$ cat src/design/lsm_pkg.sv
// ----------------------------------------------------------------------------
// lsm_pkg
// Shared types for the list scheduling block: the load update command that
// the controller sends to every machine cell.
// ----------------------------------------------------------------------------
package lsm_pkg;

  typedef struct packed {
    logic write;
    logic clear;
  } lsm_upd_t;

endpackage

$ cat src/design/lsm_cell.sv
// ----------------------------------------------------------------------------
// lsm_cell
// One machine of the scheduler. Holds the machine load, folds it into the
// minimum-scan beat that passes through, and takes load updates and clears.
// ----------------------------------------------------------------------------
module lsm_cell
  import lsm_pkg::*;
#(
  parameter int IDX       = 0,
  parameter int IDX_BITS  = 4,
  parameter int NUM_BITS  = 5,
  parameter int LOAD_BITS = 32
) (
  input  logic                 clk,
  input  logic                 rst,
  input  logic [NUM_BITS-1:0]  num_use,
  input  logic                 scan_in_valid,
  input  logic [LOAD_BITS-1:0] scan_in_load,
  input  logic [IDX_BITS-1:0]  scan_in_idx,
  output logic                 scan_out_valid,
  output logic [LOAD_BITS-1:0] scan_out_load,
  output logic [IDX_BITS-1:0]  scan_out_idx,
  input  lsm_upd_t             upd,
  input  logic [IDX_BITS-1:0]  upd_idx,
  input  logic [LOAD_BITS-1:0] upd_load
);

  localparam logic [IDX_BITS-1:0] MY_IDX = IDX_BITS'(IDX);

  logic [LOAD_BITS-1:0] load;
  logic                 in_use;
  logic                 take;

  assign in_use = NUM_BITS'(IDX) < num_use;
  assign take   = (IDX == 0) || (in_use && (load < scan_in_load));

  always_ff @(posedge clk) begin
    if (rst) begin
      load <= '0;
    end else if (upd.clear) begin
      load <= '0;
    end else if (upd.write && (upd_idx == MY_IDX)) begin
      load <= upd_load;
    end
  end

  always_ff @(posedge clk) begin
    if (rst) begin
      scan_out_valid <= 1'b0;
    end else begin
      scan_out_valid <= scan_in_valid;
    end
  end

  always_ff @(posedge clk) begin
    if (take) begin
      scan_out_load <= load;
      scan_out_idx  <= MY_IDX;
    end else begin
      scan_out_load <= scan_in_load;
      scan_out_idx  <= scan_in_idx;
    end
  end

endmodule

$ cat src/design/list_scheduling_makespan.sv
// The minimum scan beat walks the chain of machine cells one cell per cycle;
// the block takes one task at a time and takes no new task while a scan
// or load update is still under way.
// A new task is taken while the previous result still waits.
// Reset (synchronous, active high) clears all loads and the running makespan
// and sets the configured machine count to 16; no clearing pass is needed.
// ----------------------------------------------------------------------------
// list_scheduling_makespan
// Greedy list scheduling onto identical machines: each task goes to the
// least-loaded machine (lowest index on ties), loads saturate, and the
// running makespan is reported. The last task of an instance clears all.
// ----------------------------------------------------------------------------
module list_scheduling_makespan
  import lsm_pkg::*;
#(
  parameter int MAX_MACHINES = 16,
  parameter int LOAD_BITS    = 32
) (
  input  logic                         clk,
  input  logic                         rst,
  input  logic                         cfg_valid,
  output logic                         cfg_ready,
  input  logic [4:0]                   num_machines,
  input  logic                         task_valid,
  output logic                         task_ready,
  input  logic [15:0]                  task_duration,
  input  logic                         last_task,
  output logic                         result_valid,
  input  logic                         result_ready,
  output logic [$clog2(MAX_MACHINES)-1:0] machine_index,
  output logic [LOAD_BITS-1:0]         machine_load,
  output logic [LOAD_BITS-1:0]         makespan,
  output logic                         instance_done
);

  localparam int IW = $clog2(MAX_MACHINES);
  localparam int NW = $clog2(MAX_MACHINES + 1);
  localparam logic [LOAD_BITS-1:0] LOAD_MAX = '1;

  typedef enum logic [1:0] {S_IDLE, S_SCAN, S_DONE} state_t;

  state_t               state;
  logic [4:0]           num_cfg;
  logic [NW-1:0]        num_use;
  logic [15:0]          dur;
  logic                 last;
  logic                 start;
  logic [LOAD_BITS-1:0] min_load;
  logic [IW-1:0]        min_idx;
  logic [LOAD_BITS-1:0] run_span;
  logic [LOAD_BITS:0]   sum;
  logic [LOAD_BITS-1:0] new_load;
  logic [LOAD_BITS-1:0] span_next;
  logic                 fire;
  lsm_upd_t             upd;

  logic [MAX_MACHINES:0]                scan_valid;
  logic [MAX_MACHINES:0][LOAD_BITS-1:0] scan_load;
  logic [MAX_MACHINES:0][IW-1:0]        scan_idx;

  assign cfg_ready  = 1'b1;
  assign task_ready = (state == S_IDLE);

  always_comb begin
    if (num_cfg == 5'd0) begin
      num_use = NW'(1);
    end else if (32'(num_cfg) > MAX_MACHINES) begin
      num_use = NW'(MAX_MACHINES);
    end else begin
      num_use = NW'(num_cfg);
    end
  end

  always_ff @(posedge clk) begin
    if (rst) begin
      num_cfg <= 5'd16;
    end else if (cfg_valid && cfg_ready) begin
      num_cfg <= num_machines;
    end
  end

  assign scan_valid[0] = start;
  assign scan_load[0]  = '0;
  assign scan_idx[0]   = '0;

  for (genvar i = 0; i < MAX_MACHINES; i++) begin : g_cell
    lsm_cell #(
      .IDX       (i),
      .IDX_BITS  (IW),
      .NUM_BITS  (NW),
      .LOAD_BITS (LOAD_BITS)
    ) u_cell (
      .clk            (clk),
      .rst            (rst),
      .num_use        (num_use),
      .scan_in_valid  (scan_valid[i]),
      .scan_in_load   (scan_load[i]),
      .scan_in_idx    (scan_idx[i]),
      .scan_out_valid (scan_valid[i+1]),
      .scan_out_load  (scan_load[i+1]),
      .scan_out_idx   (scan_idx[i+1]),
      .upd            (upd),
      .upd_idx        (min_idx),
      .upd_load       (new_load)
    );
  end

  assign sum       = {1'b0, min_load} + (LOAD_BITS+1)'(dur);
  assign new_load  = sum[LOAD_BITS] ? LOAD_MAX : sum[LOAD_BITS-1:0];
  assign span_next = (new_load > run_span) ? new_load : run_span;
  assign fire      = (state == S_DONE) && (!result_valid || result_ready);
  assign upd.write = fire;
  assign upd.clear = fire && last;

  always_ff @(posedge clk) begin
    if (rst) begin
      state        <= S_IDLE;
      start        <= 1'b0;
      run_span     <= '0;
      result_valid <= 1'b0;
    end else begin
      start        <= (state == S_IDLE) && task_valid;
      result_valid <= fire || (result_valid && !result_ready);
      unique case (state)
        S_IDLE: begin
          if (task_valid) begin
            dur   <= task_duration;
            last  <= last_task;
            state <= S_SCAN;
          end
        end
        S_SCAN: begin
          if (scan_valid[MAX_MACHINES]) begin
            min_load <= scan_load[MAX_MACHINES];
            min_idx  <= scan_idx[MAX_MACHINES];
            state    <= S_DONE;
          end
        end
        S_DONE: begin
          if (fire) begin
            machine_index <= min_idx;
            machine_load  <= new_load;
            makespan      <= span_next;
            instance_done <= last;
            run_span      <= last ? '0 : span_next;
            state         <= S_IDLE;
          end
        end
        default: state <= S_IDLE;
      endcase
    end
  end

  a_one_scan: assert property (@(posedge clk) disable iff (rst)
    $onehot0(scan_valid))
    else $error("more than one scan beat in the cell chain");

  a_idle_no_scan: assert property (@(posedge clk) disable iff (rst)
    task_ready |-> (scan_valid == '0))
    else $error("scan beat in flight while taking a task");

  a_scan_end_state: assert property (@(posedge clk) disable iff (rst)
    scan_valid[MAX_MACHINES] |-> (state == S_SCAN))
    else $error("scan finished outside the scan state");

  a_update_result: assert property (@(posedge clk) disable iff (rst)
    upd.write |=> result_valid)
    else $error("load update without a result");

  a_span_bound: assert property (@(posedge clk) disable iff (rst)
    result_valid |-> (makespan >= machine_load))
    else $error("makespan below chosen machine load");

endmodule
$ cat config.mk
export PLATFORM = sky130hd
export DESIGN_NAME = list_scheduling_makespan
export DESIGN_NICKNAME = d
export VERILOG_FILES = /design/src/design/lsm_pkg.sv /design/src/design/lsm_cell.sv /design/src/design/list_scheduling_makespan.sv
export SDC_FILE = /design/constraint.sdc
export NUM_CORES = 2
export LEC_CHECK = 0
export CAP_MARGIN = 20
export CORE_MARGIN = 2
export CORE_UTILIZATION = 47
export DETAILED_ROUTE_END_ITERATION = 7
export DONT_BUFFER_PORTS = 1
export PLACE_DENSITY = 0.73
export SYNTH_ARGS = -nofsm -noshare
export SYNTH_HDL_FRONTEND = slang
export SYNTH_SLANG_ARGS = --single-unit
$ cat constraint.sdc
create_clock -name clk -period 14.21 [get_ports clk]
set_input_delay 1.421 -clock clk [delete_from_list [all_inputs] [get_ports clk]]
set_output_delay 1.421 -clock clk [all_outputs]
set_load 0.01 [all_outputs]
==> impl_metrics.py <==
metrics = {
    "outcome": {
        "outcome": "complete, no violations",
    },
    "timing": {
        "finalHoldViolCount": 0,
        "fin_skew_ns": 0.0358,
        "worstMarginPinSlew_ns": 1.19,
        "final_max_slew_viol_count": 0,
        "relSlewSlack_pct": 20.4,
        "setup_violations": 0,
        "max_freq_ghz": 0.150,
        "fin_crit_ns": 6.65,
        "fin_setup_tns_ns": 0,
        "period_share_pct": 46.8,
        "rsz0062_at_grt": "false",
    },
    "logic_synthesis": {
        "ys_seq_area_share_pct": 48.4,
        "synthDistinctLibCells": 79,
        "synth_area_per_cell_um2": 10.2,
        "yosys.area.top_type_share_pct": 41.7,
        "yosys_most_used_dff": "dfxtp_1",
        "yosysTopAreaCell": "dfxtp_1",
        "synthArstFlopShare_pct": 0,
        "syn_inst": 5324,
        "synthesis.nets": 5865,
        "synth_edf_count": 122,
        "synth_area_leaders": "dfxtp_1 (42%), ha_1 (12%), mux2_2 (9.4%)",
        "ys_ff_latch": 1252,
        "ys_warn_count": 0,
        "netlist_area_mm2": 0.0543,
    },
    "drt": {
        "drt_iter0_drc": 3027,
        "wl_mm": 141,
        "viasPerCell": 5.60,
        "postRouteAntennaNets": 0,
        "first_pass_iters": 5,
        "drc": 0,
        "wl_per_cell_um": 20.5,
        "num_vias": 38400,
    },
    "floorplan": {
        "die_h_um": 344,
        "row_count": 124,
        "initial_core_util_pct": 47.4,
        "ios": 99,
        "die_w_um": 344,
        "core_mm2": 0.115,
        "dieArea_mm2": 0.118,
    },
    "worst_hold_path": {
        "holdPathEnd": "g_cell[0].u_cell.scan_out_load[27]",
        "min_from": "g_cell[0].u_cell.load[27]",
        "hold_path.class": "flip-flop to flip-flop",
        "holdPathStages": 0,
    },
    "layout": {
        "antennaDiodeCount": 0,
        "final_core_util_pct": 52.7,
        "finalInstanceArea_mm2": 0.0604,
        "fin_cells": 6855,
        "area_growth_pct": 11.2,
        "drive_gt1_share_pct": 15.5,
        "fillers": 9749,
        "layout_commonest_cell": "dfxtp_1",
        "layout_common_cells": "dfxtp_1 (1130), inv_1 (540), ha_1 (513)",
        "nets": 5781,
    },
    "clock_network": {
        "clock_latency_ns": 0.72,
        "clk_path_buf_depth": 3,
        "cts.hold.buffers_added": 0,
        "h-tree-depth": 3,
        "post_cts_buffers": 0,
        "tritoncts": "yes",
        "cts.repair.resized": 0,
        "cts_sinks": 1252,
        "numCtsBuffers": 121,
        "clkSlewWorstSetupHoldPaths_ns": 0.06,
        "cts_root_buf": "clkbuf_16",
    },
    "worst_setup_path": {
        "worst-r2r-setup-slack_ns": 7.56,
        "worstSetupPathType": "flip-flop to flip-flop",
        "cp-end-kind": "flip-flop",
        "path_cells": "ha_1, fa_1, a211oi_1, o21ai_1, o21ai_2, a2111oi_4, buf_4, nor2_4, inv_1, ha_1, nand4_1, nor3_1, a21boi_0, o41a_1, o31ai_4, buf_4, mux2_2",
        "slowest_stage": "o31ai_4",
        "worstReg2RegEnd": "makespan[26]",
        "cp.arrival_ns": 7.12,
        "required_ns": 14.68,
        "path_delay_family": "compound AO/OA/AOI/OAI gates",
        "cpPeakStageDelay_ns": 0.78,
        "crit_fanout": 39,
        "critPathBufInv": 3,
        "r2r_start": "dur[0]",
        "worst_setup_path_start_kind": "flip-flop",
        "worstRegToRegCells": 17,
    },
    "grt": {
        "grt_remaining_overflow": 0,
        "antenna_found_initial": 3,
        "grtUsageTotal_pct": 23.5,
        "first_global_vias": 37500,
        "grt_max_degree": 179,
        "grt_pass1_wl_mm": 217,
    },
    "place": {
        "port_buffers": 0,
        "placedCellCount": 6628,
        "dpl.hpwl_mm": 92.3,
        "routabilityCongestion": 0.865,
        "dpl_cell_area_mm2": 0.0560,
    },
    "power_and_ir_drop": {
        "comb_power_share_pct": 1.8,
        "power_switching_w": 0.00152,
        "seq_power_share_pct": 50.0,
        "pwr-share-clk_pct": 48.2,
        "p_int_w": 0.00562,
        "ir_drop_mv": 0.0992,
        "leakage_nw": 24.1,
        "power_density_mw_per_mm2": 118,
        "switching_share_pct": 21.3,
    },
    "flow_run": {
        "drv_cap": 0,
    },
}
==> power by group through the flow <==
stage	logic, W	registers, W	clock network, W
final	0.000130	0.00357	0.00344
after global routing	0.000134	0.00357	0.00362
after CTS	0.000127	0.00357	0.00348
after detailed placement	0.000127	0.00365	0
after global placement	0.000124	0.00365	0
after floorplan	0.0000722	0.00364	0
==> worst max-delay path by stage <==
| stage | slack (ns) | depth (start not counted) | start | to |
|---|---|---|---|---|
| after CTS | 7.65 | 17 | dur[0] | makespan[26] |
| after global routing | 7.26 | 17 | dur[0] | makespan[26] |
| after global placement | 7.82 | 17 | dur[0] | makespan[26] |
| after floorplan | 8.98 | 3 | rst | instance_done |
| final | 7.56 | 17 | dur[0] | makespan[26] |
| after detailed placement | 7.72 | 17 | dur[0] | makespan[26] |
==> logic make-up (layout without fill, tap and decap cells) <==
| group | Yosys count | in the layout | share of synthesized area, % |
|---|---|---|---|
| mux | 514 | 514 | 10.6 |
| buf+inv | 815 | 834 | 5.85 |
| compound gates | 1229 | 1229 | 14.8 |
| xor+xnor | 18 | 18 | 0.290 |
| flops | 1252 | 1252 | 48.4 |
| fa+ha+maj | 514 | 514 | 11.9 |
| simple gates | 981 | 981 | 8.19 |
| other cells | 1 | 1 | 0.00691 |
==> cells in the mapped netlist, types with 6 or more instances <==
master / number
clkbuf_1: 185
o21bai_1: 7
a221oi_1: 11
nand2_1: 287
nor2b_1: 43
or2_2: 15
and4_1: 12
mux2i_1: 56
inv_1: 540
a22o_1: 12
nor4_1: 9
xnor2_1: 10
o21a_1: 19
a41oi_1: 6
dfxtp_1: 1130
ha_1: 513
xor2_1: 8
and2_1: 9
a21oi_1: 283
a211oi_1: 264
nand4_1: 75
mux2_2: 454
a31oi_1: 19
buf_1: 14
a21o_1: 109
o21ai_0: 240
o2bb2ai_1: 20
nor2_1: 389
nor2_2: 8
nand2b_1: 31
nor3_1: 18
edfxtp_1: 122
o22ai_1: 72
o22ai_2: 9
o211ai_1: 82
buf_2: 70
nand3_1: 47
a2111oi_0: 14
and3_1: 14
o2111ai_1: 6
==> stage by stage <==
stage	hold WS (ns)	power [W]	setup slack [ns]
2_1_floorplan	0.326	0.00372	8.98
3_3_place_gp	0.331	0.00377	7.82
3_5_place_dp	0.331	0.00377	7.72
4_1_cts	0.347	0.00717	7.65
5_1_grt	0.354	0.00732	7.26
6_report	0.347	0.00714	7.56
==> layer usage <==
layer / track usage, % / part of all wire [%] / vias to the layer above
met5: 0 / 0 / -
li1: - / - / 18600
met2: 38.7 / 46 / 1129
met3: 3.52 / 6.4 / 269
met4: 7.74 / 3.3 / 0
met1: 31.7 / 44 / 18400
==> layout make-up <==
class / instances / area, µm² / share of cell area, %
flip-flops and latches: 1252 / 26300 / 43.5
multi-input cells: 3257 / 25300 / 41.8
clock buffers: 167 / 3560 / 5.89
inverters: 541 / 2030 / 3.36
well taps: 1512 / 1890 / 3.13
clock inverters: 59 / 788 / 1.31
repair buffers: 67 / 561 / 0.928
==> sequential cells by signal, indices dropped and copies added, names as in the netlist, 16 cells and up <==
signal                        cells
run_span                         32
machine_load                     32
g_cell.u_cell.scan_out_valid     16
g_cell.u_cell.scan_out_idx       49
makespan                         32
g_cell.u_cell.load              512
g_cell.u_cell.scan_out_load     512
min_load                         32
dur                              16
Power figures use the tool's default switching activity.
